## config.mk

```make
export PLATFORM = sky130hd
export DESIGN_NAME = scg_div_cell
export DESIGN_NICKNAME = d
export VERILOG_FILES = /design/src/rtl/scg_pkg.sv /design/src/rtl/scg_div_cell.sv
export SDC_FILE = /design/constraint.sdc
export NUM_CORES = 1
export LEC_CHECK = 0
export ABC_AREA = 1
export BUFFER_PORTS_ARGS = -buffer_cell sky130_fd_sc_hd__buf_2
export CAP_MARGIN = 10
export CELL_PAD_IN_SITES_DETAIL_PLACEMENT = 0
export CELL_PAD_IN_SITES_GLOBAL_PLACEMENT = 1
export CORE_MARGIN = 3
export CORE_UTILIZATION = 40
export CTS_CLUSTER_SIZE = 8
export DETAILED_ROUTE_END_ITERATION = 12
export GPL_TIMING_DRIVEN = 0
export PLACE_DENSITY = 0.92
export SYNTH_ARGS = -nofsm -noshare
export SYNTH_HDL_FRONTEND = slang
export SYNTH_SLANG_ARGS = --single-unit
```

## constraint.sdc

```tcl
create_clock -name clk_i -period 22.9 [get_ports clk_i]
set_input_delay 2.29 -clock clk_i [delete_from_list [all_inputs] [get_ports clk_i]]
set_output_delay 2.29 -clock clk_i [all_outputs]
set_load 0.01 [all_outputs]
```

## src/rtl/scg_pkg.sv

```systemverilog
package scg_pkg;

  localparam int FRACTION_BITS = 16;
  localparam int MAX_LENGTH    = 4096;

  localparam int TAP_W   = 12;
  localparam int VAL_W   = 18;
  localparam int CUT_W   = 16;
  localparam int LEN_W   = 13;
  localparam int CFG_W   = 16;
  localparam int HABS_W  = 13;
  localparam int P_W     = 29;
  localparam int DEN_W   = 61;
  localparam int REM_W   = 62;
  localparam int Q_W     = 20;
  localparam int DIV_STEPS = 16 + FRACTION_BITS;
  localparam int HORNER_STEPS = 5;

  localparam logic [CUT_W-1:0] CUTOFF_RESET = 16'd4096;
  localparam logic [CUT_W-1:0] CUTOFF_HALF  = 16'd32768;
  localparam logic [LEN_W-1:0] LENGTH_RESET = 13'd64;
  localparam logic [LEN_W-1:0] LENGTH_MAX   = LEN_W'(MAX_LENGTH);
  localparam logic [31:0]      PI_Q30       = 32'd3373259426;

  localparam logic [0:0] CFG_CUTOFF = 1'b0;
  localparam logic [0:0] CFG_KLEN   = 1'b1;

  typedef logic signed [32:0] q30_t;

  localparam q30_t SINE_POLY [HORNER_STEPS+1] = '{
    -33'sd3864, 33'sd172272, -33'sd5026996, 33'sd85569305,
    -33'sd693598668, 33'sd1686629713
  };

  typedef struct packed {
    logic signed [VAL_W-1:0] prior;
    logic                    pzero;
    logic                    sneg;
    logic [30:0]             u;
    logic [DEN_W-1:0]        den;
  } hside_t;

  typedef struct packed {
    logic signed [VAL_W-1:0] prior;
    logic                    pzero;
    logic                    sneg;
    logic [DEN_W-1:0]        den;
  } dside_t;

  // Q30 product, rounded half away from zero
  function automatic q30_t mul_q30(input q30_t a, input q30_t b);
    logic [31:0] ma;
    logic [31:0] mb;
    logic [63:0] m;
    q30_t        r;
    ma = a[32] ? 32'(-a) : 32'(a);
    mb = b[32] ? 32'(-b) : 32'(b);
    m  = {32'b0, ma} * {32'b0, mb} + 64'h2000_0000;
    r  = q30_t'(m[62:30]);
    return (a[32] ^ b[32]) ? -r : r;
  endfunction

endpackage

```

## src/rtl/scg_div_cell.sv

```systemverilog
module scg_div_cell import scg_pkg::*; (
  input  logic             clk_i,
  input  logic             rst_ni,
  input  logic             valid_i,
  output logic             ready_o,
  input  logic [REM_W-1:0] rem_i,
  input  logic [Q_W-1:0]   q_i,
  input  dside_t           side_i,
  output logic             valid_o,
  input  logic             ready_i,
  output logic [REM_W-1:0] rem_o,
  output logic [Q_W-1:0]   q_o,
  output dside_t           side_o
);

  logic             v_q;
  logic [REM_W-1:0] rem_q;
  logic [Q_W-1:0]   q_q;
  dside_t           side_q;
  logic             ld;
  logic [REM_W:0]   rem2;
  logic [REM_W:0]   den_x;
  logic             ge;

  assign ld      = !v_q || ready_i;
  assign ready_o = ld;
  assign rem2    = {rem_i, 1'b0};
  assign den_x   = (REM_W+1)'(side_i.den);
  assign ge      = rem2 >= den_x;

  always_ff @(posedge clk_i or negedge rst_ni) begin
    if (!rst_ni) begin
      v_q <= 1'b0;
    end else if (ld) begin
      v_q <= valid_i;
    end
  end

  // one restoring step
  always_ff @(posedge clk_i) begin
    if (ld && valid_i) begin
      rem_q  <= ge ? REM_W'(rem2 - den_x) : rem2[REM_W-1:0];
      q_q    <= {q_i[Q_W-2:0], ge};
      side_q <= side_i;
    end
  end

  assign valid_o = v_q;
  assign rem_o   = rem_q;
  assign q_o     = q_q;
  assign side_o  = side_q;

endmodule

```

# Yosys cells after proc, flatten, opt, wreduce, memory -nomap -nowiden
# Cells that the tools add are included.
[classes]
add_sub_neg = 1
n_mul = 0
div_mod_pow = 0
order_cmp = 1
eq_ne = 0
shifts = 0
muxes = 1
n_bitwise = 0
n_reduce_logical = 3
[op_table]
columns = ["operator", "n"]
rows = [
  ["$ge 63x61->1", 1],
  ["$mux 62", 1],
  ["$sub 62x61->62", 1],
  ["$logic_and 1x1->1", 1],
  ["$logic_not 1->1", 1],
  ["$logic_or 1x1->1", 1],
]
[totals]
ff_bits = 164
latch_bits = 0
ram_bits = 0
mem_bits_ro = 0
input_bits = 167
out_inout_bits = 165
elab_cells = 14
n_memories = 0

# Depth between registers and ports, before layout
[logic_depth]
ltp_word = 3
mapped_depth = 17
depth_no_buf = 17

# Worst setup path before layout
# No wires, ideal clock.
[synth_path]
path_type = "input -> register"
from = "in valid_i"
to = "reg q_q[0] (netlist: q_o[0]) (enable)"
setup_ns = 0.740
arrival_time_ns = 10.166
t_required_ns = 22.160
setup_slack_ns = 11.994
cell_stages = 2
cell_sequence = "inv_1 a21oi_1"
[synth_via]
elab_chain_len = 1
[synth_rtl]
columns = ["element", "line", "rtl"]
rows = [
  ["start, declared", "scg_div_cell.sv:4", "input logic valid_i,"],
  ["$logic_and 1x1->1", "scg_div_cell.sv:41", "if (ld && valid_i) begin"],
  ["end signal, assigned", "scg_div_cell.sv:43", "q_q <= {q_i[Q_W-2:0], ge};"],
  ["end, declared", "scg_div_cell.sv:18", "logic [Q_W-1:0] q_q;"],
]
# No other way between the ends.
# A chain may end at the register's enable or synchronous reset.

# Worst setup path after layout
[layout_path]
from = "in ready_i"
to = "out ready_o"
[layout_via]
elab_chain_len = 1
[layout_rtl]
columns = ["element", "line", "rtl"]
rows = [
  ["start, declared", "scg_div_cell.sv:10", "input logic ready_i,"],
  ["$logic_or 1x1->1", "scg_div_cell.sv:25", "assign ld = !v_q || ready_i;"],
  ["end, declared", "scg_div_cell.sv:5", "output logic ready_o,"],
]
# No other way between the ends.

==> results.md <==
| Quantity | Value | Unit |
|---|---|---|
| Worst-Margin Slew | 0.800 | ns |
| Worst setup path category | in -> out | - |
| Crit-path max cell delay | 0.14 | ns |
| Type of element capturing the critical path | output port | - |
| Maximum number of pins on one net before global-route repair | 32 | - |
| Clock latency on the worst-skew pair | 0.43 | ns |
| Average detailed-routed wire length per instance | 17.0 | um |
| All-layer global routing usage | 25.8 | % |
| Type of the worst min-delay path | reg -> reg | - |
| Ranking of synthesized cells by area | edfxtp_1, nand2_1, inv_1, ha_1, nand3_1 | - |
| Area growth from synthesis to final layout | 24.8 | % |
| Number of enable flip-flop cells after synthesis | 163 | - |
| Cts bufs inserted | 17 | - |
| Placeable core region | 28200 | um^2 |
| Number of search-and-repair iterations in the first detailed-routing pass | 5 | - |
| Crit path top cell by count | buf_2 | - |
| Synth Instances | 1634 | - |
| Setup repair bufs after CTS | 0 | - |
| Setup repair after global routing missed its margin | false | - |
| Remaining global-route overflow | 0 | - |
| Area of the die | 31200 | um^2 |
| Outcome | completed | - |
| Worst clock skew | 0.0160 | ns |
| Longest Clk Path Bufs | 2 | - |
| Count of final hold-check violations | 0 | - |
| Number of DRC markers after the initial detailed-route iteration | 923 | - |
| Maximum level of the CTS H-tree | 4 | - |
| Shortest clock period the worst path allows after layout | 4.99 | ns |
| Vert. Die Dim | 177 | um |
| Number of nets produced by synthesis | 1863 | - |
| Top flip-flop cell by instance count after synthesis | edfxtp_1 | - |
| Async set-or-reset flop fraction in the synthesized netlist | 0.610 | % |
| Max IR drop VDD | 0.0462 | mV |
| Fraction of final layout cells sized beyond drive strength 1 | 20.8 | % |
| Post-place instance area | 13900 | um^2 |
| Final std cell area, no fill | 14500 | um^2 |
| Data arrival time of the critical path | 2.70 | ns |
| Met3 wire length | 2.65 | mm |
| Sequential cell area fraction in the yosys report | 42.3 | % |
| Last weighted congestion value of the routability-driven placer | 0.968 | - |
| Final max-slew violation count | 0 | - |
| Final TNS setup | 0 | ns |
| Overall die width | 177 | um |
| Crit path max-delay family | buffers and inverters | - |
| Starting density of the core | 41.2 | % |
| Worst-path clk slew | 0.08 | ns |
| Total vias in the final route | 11142 | - |
| Cell type contributing the most total cell area after synthesis | edfxtp_1 | - |
| Endpoints failing setup | 0 | - |
| Cell area after synthesis | 11600 | um^2 |
| Via count normalized by instance count | 4.68 | - |
| Data required time of the critical path | 20.61 | ns |
| CP bufs+invs | 3 | - |
| Hold-fix buffer count after cts | 0 | - |
| Chain of cells forming the critical path | buf_2 > inv_1 > nand2_1 > buf_2 | - |
| Top achievable clock speed | 0.201 | GHz |
| Portion of the clock cycle consumed by the worst path in the final layout | 21.8 | % |
| Initial antenna violation count | 0 | - |
| Global-route wire length before repair | 61.1 | mm |
| I/O pin total | 332 | - |
| Number of antenna diodes | 0 | - |
| Count of cells resized by post-cts repair | 0 | - |
| Register bit total from synthesis | 164 | - |
| Number of violations of the max-capacitance limit | 0 | - |
| Sum of net half-perimeters after detailed placement | 34.3 | mm |
| Pleak | 7.95 | nW |
| Number of library cell types mapped by synthesis | 31 | - |
| Pwr/cell area | 64.9 | nW/um^2 |
| Synthesized area divided by synthesized cell count | 7.12 | um^2 |
| Top-count cell post-synth | nand2_1 | - |
| Detailed-routed wire length on met2 | 18.2 | mm |
| List of most frequent post-synthesis cells | nand2_1, inv_1, edfxtp_1, nor2_1, nand3_1 | - |
| Total wirelength of the detailed-routed design | 40.4 | mm |
| Worst Path Max Fanout | 2 | - |
| # nets final | 2217 | - |
| Row Count | 61 | - |
| Relative max-transition margin | 46.6 | % |
| Slowest stage cell, crit path | buf_2 | - |
| Antenna Nets Post-Route | 0 | - |
| Share of the synthesized area in the top cell type | 42.1 | % |
| TritonCTS clock tree | done | - |
| Root buffer cell | clkbuf_16 | - |
| CP Launch Type | primary input | - |
| Remaining design rule violation count | 0 | - |
| Share of the core filled with cells in the final layout | 51.4 | % |
| Routed met1 length | 19.4 | mm |
| Port Buffers | 330 | - |
| Clock sinks | 164 | - |
| Yosys Warn Count | 0 | - |
| Top routing layer in use | met4 | - |
| Vias in the first global route | 10634 | - |
==> flip-flops by register name, summed over array words and instances, names as in the netlist <==
signal / flops
side_o: 81
q_o: 20
rem_o: 62
valid_o: 1
==> worst min-delay path: cells and delay by family, from the launching register on <==
family / cells / cell delay [ns]
and+or+nand+nor: 2 / 0.14
DFF: 1 / 0.41
==> path summary, 6_finish.rpt <==
| kind | from | end | slack [ns] | cells after the start |
|---|---|---|---|---|
| worst max-delay path | ready_i | ready_o | 17.91 | 4 |
| worst max register to register | valid_o | rem_o[51] | 20.76 | 4 |
| min in group asynchronous | rst_ni | valid_o | 1.62 | 1 |
| max in group asynchronous | rst_ni | valid_o | 21.20 | 1 |
| worst min register to register | valid_o | valid_o | 0.58 | 2 |
| worst min-delay path | valid_o | valid_o | 0.58 | 2 |
==> power breakdown <==
group	leakage (nW)	internal [W]	switching [W]
clock	0.311	0.000187	0.000139
combinational	6.08	0.0000868	0.000163
sequential	1.56	0.000361	0.00000510
total	7.95	0.000635	0.000307
==> layer usage <==
metal  up-vias  GRT usage (%)
li1       5712              -
met1      5037           38.3
met2       381           41.8
met3        12           3.25
met4         0           3.08
met5         -              0
==> placed cells by master, fill, tap and decap left out, drive strengths merged <==
cell / instances
dfrtp: 1
fa: 1
and3: 1
bufinv: 4
nand4: 16
clkbuf: 20
o21ai: 34
nand3: 83
xnor2: 31
o21bai: 2
nor4: 4
and2: 5
inv: 380
buf: 346
edfxtp: 163
ha: 61
nor3: 4
nand3b: 10
nand2: 684
clkinv: 3
clkinvlp: 1
nor2: 108
a21oi: 39
==> final cells by class <==
type | count | area (um^2)
Tap cell | 378 | 473
Clock inverter | 14 | 208
Inverter | 374 | 1400
Clock buffer | 18 | 429
Sequential cell | 164 | 4920
Buffer | 13 | 121
Multi-Input combinational cell | 1083 | 5200
Timing Repair Buffer | 335 | 1760
Fill cell | 2904 | 13700
==> cell families after synthesis <==
family | after synthesis | share of synthesized area [%]
simple gates | 915 | 31.8
buf+inv | 387 | 13.1
flops | 164 | 42.3
compound gates | 75 | 3.72
fa+ha+maj | 62 | 6.73
xor+xnor | 31 | 2.33
==> through the flow <==
step	total power, W	setup slack [ns]	hold WS (ns)	std cells
after floorplan	0.000528	11.99	0.609	1634
after global placement	0.000623	9.10	0.489	2342
after detailed placement	0.000622	17.91	0.572	2347
after CTS	0.000948	17.91	0.592	2379
after global routing	0.000989	17.87	0.621	2379
final	0.000942	17.91	0.585	2379
Power figures use the tool's default switching activity.
