### src/rtl/scg_pkg.sv
package scg_pkg;

  localparam int FRACTION_BITS = 16;
  localparam int MAX_LENGTH    = 4096;

  localparam int TAP_W   = 12;
  localparam int VAL_W   = 18;
  localparam int CUT_W   = 16;
  localparam int LEN_W   = 13;
  localparam int CFG_W   = 16;
  localparam int HABS_W  = 13;
  localparam int P_W     = 29;
  localparam int DEN_W   = 61;
  localparam int REM_W   = 62;
  localparam int Q_W     = 20;
  localparam int DIV_STEPS = 16 + FRACTION_BITS;
  localparam int HORNER_STEPS = 5;

  localparam logic [CUT_W-1:0] CUTOFF_RESET = 16'd4096;
  localparam logic [CUT_W-1:0] CUTOFF_HALF  = 16'd32768;
  localparam logic [LEN_W-1:0] LENGTH_RESET = 13'd64;
  localparam logic [LEN_W-1:0] LENGTH_MAX   = LEN_W'(MAX_LENGTH);
  localparam logic [31:0]      PI_Q30       = 32'd3373259426;

  localparam logic [0:0] CFG_CUTOFF = 1'b0;
  localparam logic [0:0] CFG_KLEN   = 1'b1;

  typedef logic signed [32:0] q30_t;

  localparam q30_t SINE_POLY [HORNER_STEPS+1] = '{
    -33'sd3864, 33'sd172272, -33'sd5026996, 33'sd85569305,
    -33'sd693598668, 33'sd1686629713
  };

  typedef struct packed {
    logic signed [VAL_W-1:0] prior;
    logic                    pzero;
    logic                    sneg;
    logic [30:0]             u;
    logic [DEN_W-1:0]        den;
  } hside_t;

  typedef struct packed {
    logic signed [VAL_W-1:0] prior;
    logic                    pzero;
    logic                    sneg;
    logic [DEN_W-1:0]        den;
  } dside_t;

  // Q30 product, rounded half away from zero
  function automatic q30_t mul_q30(input q30_t a, input q30_t b);
    logic [31:0] ma;
    logic [31:0] mb;
    logic [63:0] m;
    q30_t        r;
    ma = a[32] ? 32'(-a) : 32'(a);
    mb = b[32] ? 32'(-b) : 32'(b);
    m  = {32'b0, ma} * {32'b0, mb} + 64'h2000_0000;
    r  = q30_t'(m[62:30]);
    return (a[32] ^ b[32]) ? -r : r;
  endfunction

endpackage

### src/rtl/scg_horner_cell.sv
module scg_horner_cell import scg_pkg::*; (
  input  logic   clk_i,
  input  logic   rst_ni,
  input  logic   valid_i,
  output logic   ready_o,
  input  q30_t   coef_i,
  input  q30_t   acc_i,
  input  q30_t   u2_i,
  input  hside_t side_i,
  output logic   valid_o,
  input  logic   ready_i,
  output q30_t   acc_o,
  output q30_t   u2_o,
  output hside_t side_o
);

  logic   v_q;
  q30_t   acc_q, u2_q;
  hside_t side_q;
  logic   ld;

  assign ld      = !v_q || ready_i;
  assign ready_o = ld;

  always_ff @(posedge clk_i or negedge rst_ni) begin
    if (!rst_ni) begin
      v_q <= 1'b0;
    end else if (ld) begin
      v_q <= valid_i;
    end
  end

  always_ff @(posedge clk_i) begin
    if (ld && valid_i) begin
      acc_q  <= coef_i + mul_q30(acc_i, u2_i);
      u2_q   <= u2_i;
      side_q <= side_i;
    end
  end

  assign valid_o = v_q;
  assign acc_o   = acc_q;
  assign u2_o    = u2_q;
  assign side_o  = side_q;

endmodule

### config.mk
export PLATFORM = sky130hd
export DESIGN_NAME = scg_horner_cell
export DESIGN_NICKNAME = d
export VERILOG_FILES = /design/src/rtl/scg_pkg.sv /design/src/rtl/scg_horner_cell.sv
export SDC_FILE = /design/constraint.sdc
export NUM_CORES = 2
export LEC_CHECK = 0
export ABC_CLOCK_PERIOD_IN_PS = 4680
export BUFFER_PORTS_ARGS = -buffer_cell sky130_fd_sc_hd__buf_2
export CORE_MARGIN = 2
export CORE_UTILIZATION = 50
export DETAILED_ROUTE_END_ITERATION = 6
export MAX_ROUTING_LAYER = met4
export PLACE_DENSITY = 0.7
export REMOVE_ABC_BUFFERS = 1
export SYNTH_ARGS = -nofsm -noshare
export SYNTH_HDL_FRONTEND = slang
export SYNTH_SLANG_ARGS = --single-unit
export TNS_END_PERCENT = 50
### constraint.sdc
create_clock -name clk_i -period 4.68 [get_ports clk_i]
set_clock_uncertainty 0.15 [all_clocks]
set_input_delay 0.702 -clock clk_i [delete_from_list [all_inputs] [get_ports clk_i]]
set_output_delay 0.702 -clock clk_i [all_outputs]
set_load 0.03 [all_outputs]
After elaboration in Yosys (flattened, before gate mapping)

Index checks and enable logic that the tools add are counted.

RAM bits: 0
Memory bits (read-only): 0
Word-level logic and storage cells: 21
Input bits: 215
Latch bits: 0
Register bits: 179
Memories kept: 0
Output and inout port bits: 180

Bitwise gates (word level): 1
Add/subtract/negate cells: 5
Multiplexer cells: 3
$lt $le $gt $ge: 0
Equality and inequality tests: 0
Divide/modulo/power cells: 0
Shifts and indexed selects: 0
Reduce and logical (&&, ||, !) cells: 3
Multipliers: 1

Operators with widths:

| operator                 | count |
|---|---|
| $mux W32                 | 2 |
| $neg A32 Y32             | 2 |
| $add A63 B30 Y63 const B | 1 |
| $mul A32 B32 Y63         | 1 |
| $add A33 B33 Y33         | 1 |
| $mux W33                 | 1 |
| $neg A33 Y33             | 1 |
| $logic_and A1 B1 Y1      | 1 |
| $logic_not A1 Y1         | 1 |
| $logic_or A1 B1 Y1       | 1 |
| $xor A1 B1 Y1            | 1 |

Logic depth before layout (Yosys ltp)

Word-level depth: 7
Mapped depth: 54
Gate-level depth less buffers: 51

Worst setup path after synthesis

OpenSTA, ideal clock, no wires.

Kind: input port to flip-flop
Start point: in acc_i[14]
End point: reg acc_q[32] (netlist: acc_o[32]), data pin
Stages on the path: 44
Data required time: 4,262 ps
Path buffers: 1
Library setup time: 268 ps
Slack: -8,648 ps
Arrival time: 12,910 ps
Cells stage by stage: or4_1 > or4_1 > or3_1 > or3_1 > nor3_1 > nand2_1 > or2_2 > o21ai_0 > xor2_1 > buf_2 > nor2_1 > fa_1 > fa_1 > inv_1 > fa_1 > fa_1 > inv_1 > fa_1 > (+8 left out) > mux2_2 > or3_1 > ha_1 > nand2_1 > o21ai_0 > fa_1 > a21o_1 > a21oi_1 > nor2b_1 > o2111ai_1 > a31o_2 > o21ai_0 > o41a_1 > a221oi_1 > o21ai_0 > nor4_1 > o41ai_1 > xnor3_1

Word-level cells in the longest chain between the ends: 7

RTL lines:

| item                 | RTL line              | RTL |
|---|---|---|
| start, declared      | scg_horner_cell.sv:7  | `input q30_t acc_i,` |
| $neg A32 Y32         | scg_pkg.sv:56         | `ma = a[32] ? 32'(-a) : 32'(a);` |
| $mux W32 *           | scg_pkg.sv:56         |  |
| $mul A32 B32 Y63 *   | scg_pkg.sv:58         | `m = {32'b0, ma} * {32'b0, mb} + 64'h2000_0000;` |
| $add A63 B30 Y63 *   | scg_pkg.sv:58         |  |
| $neg A33 Y33         | scg_pkg.sv:60         | `return (a[32] ^ b[32]) ? -r : r;` |
| $mux W33 *           | scg_pkg.sv:60         |  |
| $add A33 B33 Y33 *   | scg_horner_cell.sv:35 | `acc_q <= coef_i + mul_q30(acc_i, u2_i);` |
| end signal, assigned | scg_horner_cell.sv:35 |  |
| end, declared        | scg_horner_cell.sv:18 | `q30_t acc_q, u2_q;` |

Every way passes the cells marked *; elsewhere a longest branch is shown, timed or not.
A chain may end at the register's enable or synchronous reset.

Worst setup path after layout

Start point: in u2_i[5]
End point: reg acc_q[30] (netlist: acc_o[30]), data pin

Word-level cells in the longest chain between the ends: 7

RTL lines:

| item               | RTL line              | RTL |
|---|---|---|
| start, declared    | scg_horner_cell.sv:8  | `input q30_t u2_i,` |
| $neg A32 Y32       | scg_pkg.sv:57         | `mb = b[32] ? 32'(-b) : 32'(b);` |
| $mux W32 *         | scg_pkg.sv:57         |  |
| $mul A32 B32 Y63 * | scg_pkg.sv:58         |  |
| $add A63 B30 Y63 * | scg_pkg.sv:58         |  |
| $neg A33 Y33       | scg_pkg.sv:60         |  |
| $mux W33 *         | scg_pkg.sv:60         |  |
| $add A33 B33 Y33 * | scg_horner_cell.sv:35 |  |

Marks and branches as above.

==> results.py <==
metrics = {
    "setup_path": {
        "critPathLaunch": "u2_i[5]",
        "path_common_cell": "fa_1",
        "crit_type": "input pin to register",
        "cp.required_ns": 4.77,
        "cp-endpoint": "acc_o[30]",
        "reg2reg_setup_slack_ns": 2.50,
        "cp_max_fo": 7,
        "endpoint_kind": "register",
        "max_stage_delay_ns": 0.61,
        "rr_endpoint": "u2_o[15]",
        "critPathSlowestCell": "fa_1",
        "worst_ep_arrival_time_ns": 12.55,
        "r2r_start": "valid_o",
        "worstRegToRegCells": 3,
        "cp-start-kind": "input pin",
    },
    "floorplanning": {
        "initial_core_util": 0.504,
        "rows": 105,
        "core_area_um2": 82100,
        "die_x_um": 292,
        "pin_count": 395,
        "die_h_um": 292,
        "die-area_um2": 85200,
    },
    "yosys": {
        "ys_dominant_reg_cell": "edfxtp_1",
        "ys_types": 82,
        "postSynthCellCount": 4452,
        "ys_ff_latch": 179,
        "seq_area_frac_synth": 0.130,
        "yosysWarnings": 0,
        "synth.avg_cell_area_um2": 9.30,
        "postSynth.asyncResetShare": 0.00559,
        "synthesis.area_um2": 41400,
        "synth_edf_count": 178,
    },
    "route": {
        "totalWireLength_mm": 138,
        "drc": 0,
        "first_iter_violations": 2581,
        "final_antenna_net_count": 0,
        "first_pass_iters": 7,
        "viasPerCell": 5.36,
        "wire_per_inst_um": 20.6,
        "num_vias": 35736,
    },
    "clocking": {
        "clockBufferDepth": 2,
        "cts.reportedPaths.clkPinSlew_ns": 0.10,
        "cts_made_buffers": 17,
        "tritoncts": "yes",
        "cts_sinks": 179,
        "h-tree-depth": 4,
        "clk_latency_ns": 0.48,
        "root_buffer": "clkbuf_16",
    },
    "timing": {
        "rsz0062_at_grt": "yes",
        "hold_viol_final": 0,
        "fmax_mhz": 80.3,
        "layout_setup_ws_ns": -7.77,
        "setup_viol": 33,
        "worstMarginPinSlew_ns": 1.04,
        "finalCritPeriodShare": 2.66,
        "slew_viol_final": 0,
        "slew-limit-headroom": 0.308,
        "min_period_ns": 12.45,
    },
    "place": {
        "placedCellCount": 6590,
        "place_area_um2": 51100,
        "port-buffer-count": 394,
        "gp_congestion": 1.01,
        "dp_hpwl_mm": 119,
    },
    "global_route": {
        "antenna_found_initial": 11,
        "grt_pass1_vias": 38046,
        "grtUsageTotal": 0.340,
        "grt_max_degree": 179,
        "grt_pass1_wl_mm": 212,
        "grt_remaining_overflow": 0,
    },
    "min_path": {
        "hp-class": "input pin to register",
    },
    "finish": {
        "fill_cells": 6757,
        "layout_commonest_cell": "inv_1",
        "fin_cells": 6672,
        "final_area_um2": 53400,
        "drive_gt1_frac": 0.280,
        "nNetsFinal": 7012,
        "areaGrowthSynthToFinish_pct": 28.8,
        "mostFrequentLayoutCells": "inv_1 (927), fa_1 (878), buf_4 (836)",
    },
    "status": {
        "violations": "setup timing",
        "status": "finished, violations left",
    },
    "run": {
        "maxCapViolations": 0,
    },
}
[cells by family after synthesis]
| family | share of synthesized area |
|---|---|
| mux | 0.00133 |
| buf+inv | 0.102 |
| compound gates | 0.0533 |
| simple gates | 0.141 |
| flops | 0.130 |
| fa+ha+maj | 0.529 |
| xor+xnor | 0.0434 |
[through the flow]
stage / setup WS, ns / setup TNS [ns] / utilization / hold WS [ns]
4_1_cts: -7.80 / -222.27 / 0.645 / 0.190
6_report: -7.77 / -225.80 / 0.650 / 0.220
3_5_place_dp: -9.23 / -259.19 / 0.623 / 0.328
5_1_grt: -8.16 / -237.48 / 0.650 / 0.196
3_3_place_gp: -8.95 / -253.86 / 0.623 / 0.327
2_1_floorplan: -8.87 / -459.53 / - / 0.256
[what timing repair did]
action / CTS / global route
hold buffers: 1 / 0
pin swaps: 93 / 39
resized for setup: 201 / 70
endpoints found under the hold margin: 1 / 0
buffers inserted: 34 / 12
endpoints found under the setup margin: 33 / 33
[critical path, delay by kind of cell]
family	cells	cell delay, ns
adder cells (fa/ha/maj)	10	4.76
AND/OR/NAND/NOR	13	3.13
AO/OA/AOI/OAI	11	2.62
buffers and inverters	7	0.90
XOR/XNOR	3	0.39
[flip-flops by register name, summed over array words and instances, names as in the netlist]
register / cells
acc_o: 33
side_o: 112
u2_o: 33
valid_o: 1
[cells in the mapped netlist (all sizes together), types with 6 or more instances]
cell type	count	share of area
o21bai	13	0.0024
a211oi	18	0.0033
buf	12	0.0015
o31a	7	0.0015
o41ai	7	0.0017
clkbuf	173	0.016
o211ai	6	0.0011
a31oi	11	0.0017
a21o	32	0.0058
nand2	577	0.052
o21a	10	0.0018
ha	317	0.096
nor2b	17	0.0026
a221oi	7	0.0015
edfxtp	178	0.13
and4	7	0.0015
nand3	31	0.0037
o31ai	19	0.0036
xnor2	117	0.026
or3	18	0.0028
xor2	82	0.017
or4	10	0.0019
a31o	7	0.0015
nor2	605	0.055
o2111ai	8	0.0017
and2	25	0.0038
fa	897	0.43
and3	14	0.0021
inv	934	0.085
nor4	9	0.0017
or2	9	0.0014
a311oi	7	0.0015
nand4	20	0.0030
o21ai	68	0.0082
nand2b	15	0.0023
nor3	31	0.0037
a21oi	85	0.010
[per-layer routing]
metal	routed length (um)	global-route usage
met5	0	-
met4	8830	0.180
met3	11200	0.0537
met2	67100	0.550
met1	50600	0.412
[area by class of cell]
type                            instances  area [um2]  area share
Tap cell                             1070        1340      0.0251
Inverter                              934        3510      0.0657
Clock buffer                           17         425     0.00797
Antenna cell                            6        15.0    0.000281
Clock inverter                         15         209     0.00392
Sequential cell                       179        5370       0.101
Multi-Input combinational cell       3154       33100       0.621
Timing Repair Buffer                 1297        9360       0.175
[worst min-delay path by stage]
stage,start,end,slack [ns],cells after the start
2_1_floorplan,rst_ni,valid_o,0.26,0
3_3_place_gp,rst_ni,valid_o,0.33,1
3_5_place_dp,rst_ni,valid_o,0.33,1
4_1_cts,side_i[3],side_o[3],0.19,1
5_1_grt,side_i[87],side_o[87],0.20,1
6_report,side_i[3],side_o[3],0.22,1
Power is not shown: default switching activity piles up to over one toggle a cycle in this logic, so the estimate is an artifact.
